### src/sv/u2u_pkg.sv
`default_nettype none

package u2u_pkg;

  localparam int unsigned QueueDepth = 2;
  localparam int unsigned QueuePtrW  = $clog2(QueueDepth);
  localparam int unsigned QueueCntW  = $clog2(QueueDepth + 1);

  localparam logic [15:0] ReplacementChar = 16'hFFFD;
  localparam logic [20:0] SupplementBase  = 21'h10000;
  localparam logic [15:0] HighSurrogate   = 16'hD800;
  localparam logic [15:0] LowSurrogate    = 16'hDC00;

  // one decoded byte worth of output, one or two code units
  typedef struct packed {
    logic [15:0] unit0;
    logic        valid0;
    logic [15:0] unit1;
    logic        two;
    logic        last;
  } cmd_t;

endpackage

`default_nettype wire

### src/sv/u2u_front.sv
`default_nettype none

module u2u_front (
  input  wire logic          clk_i,
  input  wire logic          rst_ni,
  input  wire logic          in_valid_i,
  output      logic          in_ready_o,
  input  wire logic [7:0]    data_byte_i,
  input  wire logic          end_of_string_i,
  input  wire logic          q_full_i,
  output      logic          q_push_o,
  output      u2u_pkg::cmd_t q_cmd_o
);

  logic [1:0]  pend_q, pend_d;
  logic [20:0] cp_q, cp_d;

  logic        accept;
  logic        is_cont;
  logic [20:0] cp_ext;
  logic [20:0] cp_off;
  logic [1:0]  cnt;
  logic [15:0] unit_a, unit_b;
  logic        valid_a;

  assign in_ready_o = !q_full_i;
  assign accept     = in_valid_i && !q_full_i;
  assign is_cont    = (data_byte_i[7:6] == 2'b10);
  assign cp_ext     = {cp_q[14:0], data_byte_i[5:0]};
  assign cp_off     = cp_ext - u2u_pkg::SupplementBase;

  always_comb begin
    pend_d  = pend_q;
    cp_d    = cp_q;
    cnt     = 2'd0;
    unit_a  = '0;
    unit_b  = '0;
    valid_a = 1'b1;

    if ((pend_q != 2'd0) && is_cont) begin
      pend_d = pend_q - 2'd1;
      if (pend_d == 2'd0) begin
        cp_d = '0;
        if (cp_ext[20:16] == 5'd0) begin
          unit_a = cp_ext[15:0];
          cnt    = 2'd1;
        end else begin
          unit_a = u2u_pkg::HighSurrogate + {5'd0, cp_off[20:10]};
          unit_b = u2u_pkg::LowSurrogate + {6'd0, cp_off[9:0]};
          cnt    = 2'd2;
        end
      end else begin
        cp_d = cp_ext;
      end
    end else begin
      // interrupted sequence
      if (pend_q != 2'd0) begin
        unit_a = u2u_pkg::ReplacementChar;
        cnt    = 2'd1;
        pend_d = 2'd0;
        cp_d   = '0;
      end
      // new lead byte
      priority if (data_byte_i[7] == 1'b0) begin
        if (cnt == 2'd0) begin
          unit_a = {8'd0, data_byte_i};
        end else begin
          unit_b = {8'd0, data_byte_i};
        end
        cnt = cnt + 2'd1;
      end else if (data_byte_i[7:5] == 3'b110) begin
        cp_d   = {16'd0, data_byte_i[4:0]};
        pend_d = 2'd1;
      end else if (data_byte_i[7:4] == 4'b1110) begin
        cp_d   = {17'd0, data_byte_i[3:0]};
        pend_d = 2'd2;
      end else if (data_byte_i[7:3] == 5'b11110) begin
        cp_d   = {18'd0, data_byte_i[2:0]};
        pend_d = 2'd3;
      end else begin
        // stray continuation or invalid lead: dropped
      end
    end

    if (end_of_string_i) begin
      if (pend_d != 2'd0) begin
        if (cnt == 2'd0) begin
          unit_a = u2u_pkg::ReplacementChar;
        end else begin
          unit_b = u2u_pkg::ReplacementChar;
        end
        cnt = cnt + 2'd1;
      end
      pend_d = 2'd0;
      cp_d   = '0;
      if (cnt == 2'd0) begin
        unit_a  = '0;
        valid_a = 1'b0;
        cnt     = 2'd1;
      end
    end
  end

  assign q_push_o       = accept && (cnt != 2'd0);
  assign q_cmd_o.unit0  = unit_a;
  assign q_cmd_o.valid0 = valid_a;
  assign q_cmd_o.unit1  = unit_b;
  assign q_cmd_o.two    = (cnt == 2'd2);
  assign q_cmd_o.last   = end_of_string_i;

  always_ff @(posedge clk_i or negedge rst_ni) begin
    if (!rst_ni) begin
      pend_q <= '0;
      cp_q   <= '0;
    end else if (accept) begin
      pend_q <= pend_d;
      cp_q   <= cp_d;
    end
  end

endmodule

`default_nettype wire

### src/sv/u2u_queue.sv
`default_nettype none

module u2u_queue (
  input  wire logic          clk_i,
  input  wire logic          rst_ni,
  input  wire logic          push_i,
  input  wire u2u_pkg::cmd_t cmd_i,
  output      logic          full_o,
  output      logic          valid_o,
  output      u2u_pkg::cmd_t head_o,
  input  wire logic          pop_i
);

  u2u_pkg::cmd_t                       mem_q [u2u_pkg::QueueDepth];
  logic [u2u_pkg::QueuePtrW-1:0]       wr_q, rd_q;
  logic [u2u_pkg::QueueCntW-1:0]       cnt_q;
  logic                                do_push, do_pop;

  assign full_o  = (cnt_q == u2u_pkg::QueueCntW'(u2u_pkg::QueueDepth));
  assign valid_o = (cnt_q != '0);
  assign head_o  = mem_q[rd_q];
  assign do_push = push_i && !full_o;
  assign do_pop  = pop_i && valid_o;

  always_ff @(posedge clk_i) begin
    if (do_push) begin
      mem_q[wr_q] <= cmd_i;
    end
  end

  always_ff @(posedge clk_i or negedge rst_ni) begin
    if (!rst_ni) begin
      wr_q  <= '0;
      rd_q  <= '0;
      cnt_q <= '0;
    end else begin
      if (do_push) begin
        wr_q <= (wr_q == u2u_pkg::QueuePtrW'(u2u_pkg::QueueDepth - 1)) ? '0 : wr_q + 1'b1;
      end
      if (do_pop) begin
        rd_q <= (rd_q == u2u_pkg::QueuePtrW'(u2u_pkg::QueueDepth - 1)) ? '0 : rd_q + 1'b1;
      end
      if (do_push && !do_pop) begin
        cnt_q <= cnt_q + 1'b1;
      end else if (do_pop && !do_push) begin
        cnt_q <= cnt_q - 1'b1;
      end
    end
  end

endmodule

`default_nettype wire

### src/sv/u2u_back.sv
`default_nettype none

module u2u_back (
  input  wire logic          clk_i,
  input  wire logic          rst_ni,
  input  wire logic          q_valid_i,
  input  wire u2u_pkg::cmd_t q_head_i,
  output      logic          q_pop_o,
  output      logic          out_valid_o,
  input  wire logic          out_ready_i,
  output      logic [15:0]   code_unit_o,
  output      logic          unit_valid_o,
  output      logic          last_unit_o
);

  logic        sel_q;
  logic        out_valid_q;
  logic [15:0] unit_q;
  logic        uvalid_q;
  logic        last_q;
  logic        load;

  assign load    = q_valid_i && (!out_valid_q || out_ready_i);
  assign q_pop_o = load && (sel_q || !q_head_i.two);

  always_ff @(posedge clk_i or negedge rst_ni) begin
    if (!rst_ni) begin
      sel_q       <= 1'b0;
      out_valid_q <= 1'b0;
    end else begin
      if (load) begin
        out_valid_q <= 1'b1;
        sel_q       <= !sel_q && q_head_i.two;
      end else if (out_ready_i) begin
        out_valid_q <= 1'b0;
      end
    end
  end

  always_ff @(posedge clk_i) begin
    if (load) begin
      if (sel_q) begin
        unit_q   <= q_head_i.unit1;
        uvalid_q <= 1'b1;
        last_q   <= q_head_i.last;
      end else begin
        unit_q   <= q_head_i.unit0;
        uvalid_q <= q_head_i.valid0;
        last_q   <= q_head_i.last && !q_head_i.two;
      end
    end
  end

  assign out_valid_o  = out_valid_q;
  assign code_unit_o  = unit_q;
  assign unit_valid_o = uvalid_q;
  assign last_unit_o  = last_q;

endmodule

`default_nettype wire

### src/sv/utf8_to_utf16_decoder.sv
// channel   dir  tdata              tuser        tlast
// s_axis    in   [7:0] data_byte    -            end_of_string
// m_axis    out  [15:0] code_unit   unit_valid   last_unit
//
// one input byte per cycle while the queue is not full; each output unit is held in the output register until taken
// a byte that yields a surrogate pair or a replacement plus a unit is sent as two output units from one queue entry
// a byte goes from accept through a two-entry queue and then the output register to the first unit
// reset clears decode state, the queue pointers and count, and the output valid flag
// output stalls fill the queue, after which s_axis_tready_o drops
`default_nettype none

module utf8_to_utf16_decoder (
  input  wire logic        clk_i,
  input  wire logic        rst_ni,
  input  wire logic        s_axis_tvalid_i,
  output      logic        s_axis_tready_o,
  input  wire logic [7:0]  s_axis_tdata_i,   // [7:0] data_byte
  input  wire logic        s_axis_tlast_i,
  output      logic        m_axis_tvalid_o,
  input  wire logic        m_axis_tready_i,
  output      logic [15:0] m_axis_tdata_o,   // [15:0] code_unit
  output      logic        m_axis_tuser_o,   // [0] unit_valid
  output      logic        m_axis_tlast_o
);

  logic          q_push, q_full, q_valid, q_pop;
  u2u_pkg::cmd_t q_cmd, q_head;

  u2u_front u_front (
    .clk_i           (clk_i),
    .rst_ni          (rst_ni),
    .in_valid_i      (s_axis_tvalid_i),
    .in_ready_o      (s_axis_tready_o),
    .data_byte_i     (s_axis_tdata_i),
    .end_of_string_i (s_axis_tlast_i),
    .q_full_i        (q_full),
    .q_push_o        (q_push),
    .q_cmd_o         (q_cmd)
  );

  u2u_queue u_queue (
    .clk_i   (clk_i),
    .rst_ni  (rst_ni),
    .push_i  (q_push),
    .cmd_i   (q_cmd),
    .full_o  (q_full),
    .valid_o (q_valid),
    .head_o  (q_head),
    .pop_i   (q_pop)
  );

  u2u_back u_back (
    .clk_i        (clk_i),
    .rst_ni       (rst_ni),
    .q_valid_i    (q_valid),
    .q_head_i     (q_head),
    .q_pop_o      (q_pop),
    .out_valid_o  (m_axis_tvalid_o),
    .out_ready_i  (m_axis_tready_i),
    .code_unit_o  (m_axis_tdata_o),
    .unit_valid_o (m_axis_tuser_o),
    .last_unit_o  (m_axis_tlast_o)
  );

endmodule

`default_nettype wire

### config.mk
export PLATFORM = sky130hd
export DESIGN_NAME = utf8_to_utf16_decoder
export DESIGN_NICKNAME = d
export VERILOG_FILES = /design/src/sv/u2u_pkg.sv /design/src/sv/u2u_front.sv /design/src/sv/u2u_queue.sv /design/src/sv/u2u_back.sv /design/src/sv/utf8_to_utf16_decoder.sv
export SDC_FILE = /design/constraint.sdc
export NUM_CORES = 1
export LEC_CHECK = 0
export BUFFER_PORTS_ARGS = -buffer_cell sky130_fd_sc_hd__clkbuf_2
export CAP_MARGIN = 40
export CORE_MARGIN = 5
export CORE_UTILIZATION = 57
export CTS_BUF_LIST = sky130_fd_sc_hd__clkbuf_4
export CTS_CLUSTER_SIZE = 16
export DETAILED_ROUTE_END_ITERATION = 6
export PLACE_DENSITY = 0.82
export SLEW_MARGIN = 0
export SYNTH_ARGS = -nofsm -noshare
export SYNTH_HDL_FRONTEND = slang
export SYNTH_HIERARCHICAL = 1
export SYNTH_SLANG_ARGS = --single-unit
### constraint.sdc
create_clock -name clk_i -period 7.95 [get_ports clk_i]
set_clock_uncertainty 0.15 [all_clocks]
set_input_delay 1.59 -clock clk_i [delete_from_list [all_inputs] [get_ports clk_i]]
set_output_delay 1.59 -clock clk_i [all_outputs]
set_load 0.005 [all_outputs]
### Word level (Yosys, flattened, before mapping)

Memories as Yosys holds them, arrays and structs flattened.
Index checks and enable logic that the tools add are counted.

| cells by class | value |
|---|---|
| add/subtract/negate cells | 10 |
| $mul | 0 |
| divide/modulo/power cells | 0 |
| order comparisons | 0 |
| equal/unequal tests | 6 |
| shifts and indexed selects | 0 |
| mux-type cells | 55 |
| bitwise logic cells | 0 |
| reduce and logical (&&, ||, !) cells | 30 |

Operator list:

| kind | count |
|---|---|
| 16-bit 2-to-1 mux | 18 |
| 21-bit 2-to-1 mux | 8 |
| 2-bit 2-to-1 mux | 18 |
| 21-bit by 17-bit subtractor with 21-bit output (second input constant) | 1 |
| 15-bit by 11-bit adder with 16-bit output (first input constant) | 1 |
| 15-bit by 12-bit adder with 16-bit output (first input constant) | 1 |
| 2-bit nonzero test | 6 |
| 1-bit logical AND | 11 |
| 1-bit 2-to-1 mux | 10 |
| 2-bit zero test | 4 |
| 7-bit 2-to-1 mux | 1 |
| 2-bit by 1-bit adder with 2-bit output (second input constant) | 3 |
| 2-bit equality test (second input constant) | 3 |
| 1-bit zero test | 6 |
| 5-bit equality test (second input constant) | 1 |
| 5-bit zero test | 1 |
| 4-bit equality test (second input constant) | 1 |
| 2-bit by 1-bit subtractor with 2-bit output (second input constant) | 2 |
| 3-bit equality test (second input constant) | 1 |
| 1-bit adder (second input constant) | 2 |
| 1-bit logical OR | 2 |

| word-level totals | value |
|---|---|
| bits in registers | 47 |
| latch bits | 0 |
| memory bits (writable) | 70 |
| memory bits (read-only) | 0 |
| input port bits | 13 |
| output and inout port bits | 20 |
| logic and storage cells | 112 |
| memories kept | 1 |

Memories:

| memory | depth | bits a word | rd ports | clocked after Yosys merged registers in | write ports | RTL line | RTL |
|---|---|---|---|---|---|---|---|
| u_queue.mem_q | 2 | 35 | 1 | 0 | 1 | u2u_queue.sv:14 | `u2u_pkg::cmd_t mem_q [u2u_pkg::QueueDepth];` |

### Depth between registers and ports, before layout

| logic depth | value |
|---|---|
| depth after elaboration | 20 |
| mapped depth | 14 |
| depth with buffers taken out | 13 |

### Cells and area by module

Netlist, hierarchy kept.

By module, submodules not included:

| module | instances | cells each | area an instance (um^2) | sequential area each (um^2) |
|---|---|---|---|---|
| u2u_queue | 1 | 128 | 2876.5 | 2202.1 |
| u2u_front | 1 | 241 | 1899.3 | 425.4 |
| u2u_back | 1 | 47 | 885.8 | 590.6 |

### Worst setup path after synthesis

Ideal clock, no wire load.

| path | value |
|---|---|
| path kind | input -> register |
| from | input port s_axis_tdata_i[7] |
| to | memory u_queue/mem_q[0][0] (netlist name), enable pin |
| setup time | 0.427 ns |
| data arrival time | 4.135 ns |
| data required time | 7.373 ns |
| slack | 3.238 ns |
| cell stages on the path | 8 |
| path buffers | 1 |
| path through | buf_2 inv_1 ha_1 or2_2 mux2i_4 a21oi_1 nand2_1 nor2_1 |

| between the ends | value |
|---|---|
| cells in the longest elaborated chain, start to end | 17 |
| elaborated cells on any way between the ends | 24 |
| those cells by class | 1 x add/sub; 4 x eq/ne; 13 x mux; 6 x reduce/logical |

RTL lines:

| what | RTL line | RTL |
|---|---|---|
| from (decl) | utf8_to_utf16_decoder.sv:17 | `input wire logic [7:0] s_axis_tdata_i,` |
| 5-bit equality test | u2u_front.sv:77 | `end else if (data_byte_i[7:3] == 5'b11110) begin` |
| 2-bit 2-to-1 mux | u2u_front.sv:77 |  |
| 2-bit 2-to-1 mux | u2u_front.sv:74 | `end else if (data_byte_i[7:4] == 4'b1110) begin` |
| 2-bit 2-to-1 mux | u2u_front.sv:71 | `end else if (data_byte_i[7:5] == 3'b110) begin` |
| 2-bit 2-to-1 mux | u2u_front.sv:64 | `priority if (data_byte_i[7] == 1'b0) begin` |
| 2-bit 2-to-1 mux | u2u_front.sv:40 | `if ((pend_q != 2'd0) && is_cont) begin` |
| 2-bit nonzero test | u2u_front.sv:86 | `if (pend_d != 2'd0) begin` |
| 2-bit 2-to-1 mux | u2u_front.sv:86 |  |
| [2 not listed] | -- |  |
| 2-bit 2-to-1 mux | u2u_front.sv:96 | `if (cnt == 2'd0) begin` |
| 2-bit 2-to-1 mux * | u2u_front.sv:85 | `if (end_of_string_i) begin` |
| 2-bit nonzero test * | u2u_front.sv:104 | `assign q_push_o = accept && (cnt != 2'd0);` |
| 1-bit logical AND * | u2u_front.sv:104 |  |
| net q_push | utf8_to_utf16_decoder.sv:26 | `logic q_push, q_full, q_valid, q_pop;` |
| 1-bit logical AND * | u2u_queue.sv:22 | `assign do_push = push_i && !full_o;` |
| 1-bit 2-to-1 mux * | u2u_queue.sv:26 | `if (do_push) begin` |
| 1-bit 2-to-1 mux (implied by the code) * | u2u_queue.sv:27 | `mem_q[wr_q] <= cmd_i;` |
| to (decl) | u2u_queue.sv:14 |  |

Mark *: on every way through the listed nets, which the timed path passes. The rest lies on a longest branch. The select of a mux whose other input is x is not followed.

==> metrics.md <==
| Metric | Value |
|---|---|
| Outcome | complete, no violations |
| Area used by multi-input combinational logic | between 2000 and 2500 sq um |
| GPL Wtd Cong | slightly above 0.9 |
| First-pass GRT wire length | between 15000 and 20000 um |
| Die width | between 100 and 150 um |
| Number of enable flip-flop cells after synthesis | 88 |
| Final Cell Area | roughly 6000 sq um |
| DR pass1 iterations | 5 |
| Synth top area share | ~47% |
| Root Buffer | clkbuf_4 |
| IO buf count | 32 |
| Syn_area_per_cell | approximately 14 sq um |
| Sequential share of power | 44.6% |
| Synth Flop Type | edfxtp_1 |
| Synthesized area | 5662 sq um |
| CP startpoint kind | primary input |
| Post-Syn Nets | between 400 and 500 |
| RSZ-0062 raised after global routing | false |
| Crit-path max FO | 12 |
| Hold-fix buffers, CTS | 0 |
| Clk_lat worst skew | between 0.4 and 0.5 ns |
| Final hold vios | 0 |
| Hold Slack | about 0.36 ns |
| Slew margin rel. | around half |
| Fillers | about 780 |
| Layout net count | about 460 |
| Total of warnings raised by yosys | 6 |
| Sequential-to-total area share from yosys stat | around 57% |
| Leak pwr | about 2.4 nW |
| Largest net degree at the start of global routing | 36 |
| Core box area | 9729 sq um |
| Worst-Margin Slew | around 0.74 ns |
| Minimum clock period | ~4.1 ns |
| Setup Crit Path Kind | primary input to register |
| Resized Gates After CTS | 0 |
| Final setup TNS | 0 ns |
| Post-DRT Antenna Nets | 0 |
| Final setup fails | 0 |
| Vias per inst | 5.830 |
| Synth top area cells | edfxtp_1 47%, dfrtp_1 10%, mux2_4 9.8% |
| Fin crit share | around 52% |
| Synth Instances | around 420 |
| Commonest cells in the netlist | 88 x edfxtp_1, 37 x mux2_4, 35 x nand2_1 |
| CP required | roughly 8 ns |
| Flip-flop and latch count after synthesis | about 110 |
| Finished Layout Cells | approximately 580 |
| Std-Cell Rows | 36 |
| Initial Utilization | roughly three fifths |
| Ant diodes | 0 |
| CTS max path bufs | 2 |
| Setup bufs post-CTS | 0 |
| CTS tree | done |
| Via count | 3352 |
| Initial antenna violation count | 0 |
| Area grow syn2layout | 5.017% |
| Reg area | roughly 3200 sq um |
| WL final | 10520 um |
| Total net switching power | ~0.76 mW |
| Gr ovfl total | 0 |
| DR iter-0 viols | 219 |
| Placed Cells | around 560 |
| F_max | around 240 MHz |
| Avg WL per Cell | 18.30 um |
| Layout cells sized above 1 | between 20% and 30% |
| Placed instance area | 5819 sq um |
| Io pins | 33 |
| Worst vdd ir | 0.1433 mV |
| Clock Power Share | 12.0% |
| Total CTS buffers | 9 |
| H-tree depth | 3 |
| Register clock-pin slew on the reported worst setup and hold paths | 0.17 ns |
| Maxcap violations | 0 |
| DIE AREA | between 10000 and 15000 sq um |
| Cell variety after synth | 65 |
| GRT Util Overall | a little under a fifth |
| PD cells | 367.9 nW/um^2 |
| Sw frac | around a third |
| Pint | roughly 1.4 mW |
| Clock sinks | approximately 110 |
| Critical Path End Type | register |
| Library cell with the highest instance count after synthesis | edfxtp_1 |
| Drt drc | 0 |
| Critical path arrival | about 4.2 ns |
| Post-DP HPWL | between 7000 and 8000 um |
| Max-slew violations | 0 |
| Post-synth ARST share | approximately 21% |
| Comb pwr share | 43.4% |
| Area leader, netlist | edfxtp_1 |
| Vias in the first global route | 3282 |
| Die Y-Extent | roughly 110 um |
| Overall power | between 2 and 2.5 mW |
| Class of the worst hold path | register to register |
cell type report:
cell class,instances,area share (%)
clock buffers,9,1.136
clock inverters,7,0.9891
inverters,15,0.9470
multi-input cells,260,35.77
flip-flops and latches,111,54.15
well taps,133,2.799
repair buffers,40,4.209
metal layers:
metal | vias up | global-route usage, % | share of wire, %
li1 | 1604 | - | -
met1 | 1621 | 27.44 | 44
met2 | 116 | 30.17 | 49
met3 | 11 | 3.758 | 5.9
met4 | 0 | 4.541 | 1.2
met5 | - | 0 | 0
critical path: stages:
cell and delay [ns]:
clkbuf_2 0.19, nand4bb_1 0.47, nor2_1 0.43, a21oi_1 0.08
ha_1 0.23, nand2_1 0.30, o21ai_1 0.26, a21oi_1 0.31
a211oi_1 0.10, a31o_1 0.25
power groups by stage:
stage,clock (mW),sequential (mW),combinational (mW)
6_report,0.262,0.977,0.949
5_1_grt,0.297,0.994,1.04
4_1_cts,0.268,0.979,0.956
3_5_place_dp,0,0.993,0.951
3_3_place_gp,0,1.03,0.855
2_1_floorplan,0,0.968,0.796
kinds of logic after synthesis:
group | share of synthesized area (%)
buf+inv | 5.635
compound gates | 11.85
mux | 13.72
xor+xnor | 1.083
simple gates | 9.547
flops | 56.84
fa+ha+maj | 1.326
path summary, 6_finish.rpt:
path	startpoint	endpoint	slack (ns)	cells after the start
setup reg to reg	u_front/pend_q[1]	u_queue/mem_q[0][31]	4.04	11
min in group asynchronous	rst_ni	u_front/cp_q[3]	0.95	1
hold reg to reg	u_queue/cnt_q[1]	u_queue/cnt_q[1]	0.36	1
hold / removal	u_queue/cnt_q[1]	u_queue/cnt_q[1]	0.36	1
max in group asynchronous	rst_ni	u_queue/rd_q	6.29	1
setup / recovery	s_axis_tdata_i[6]	u_queue/mem_q[0][31]	3.81	10
flip-flops by register name (all words and copies together) (netlist names):
register	flops
u_back/unit_valid_o	1
u_back/out_valid_o	1
u_front/cp_q	15
u_front/pend_q	2
u_back/last_unit_o	1
u_back/code_unit_o	16
u_queue/wr_q	1
u_queue/cnt_q	2
u_queue/rd_q	1
u_back/sel_q	1
u_queue/mem_q	70
stage by stage:
step | setup WS (ns) | util [%]
finish | 3.806 | 61.11
global route | 3.580 | 61.11
CTS | 3.871 | 61.11
detailed placement | 3.376 | 59.81
global placement | 3.571 | 59.27
floorplan | 3.238 | -
cell usage in the layout, fill, tap and decap left out, drive strengths merged, types with 3 or more instances in the layout:
cell    instances
edfxtp         88
dfrtp          23
a211oi          4
a22o           15
o22ai          14
nor2b           5
and2            6
nor3            3
inv            20
nand2b          4
nor2           14
nand2          38
mux2           52
mux2i           4
or2             3
nand3          12
a21oi          17
buf             8
o21ai          19
a31o            9
clkbuf         41
ha              6
xnor2           5
Note: power is estimated with default switching activity, not from simulation.
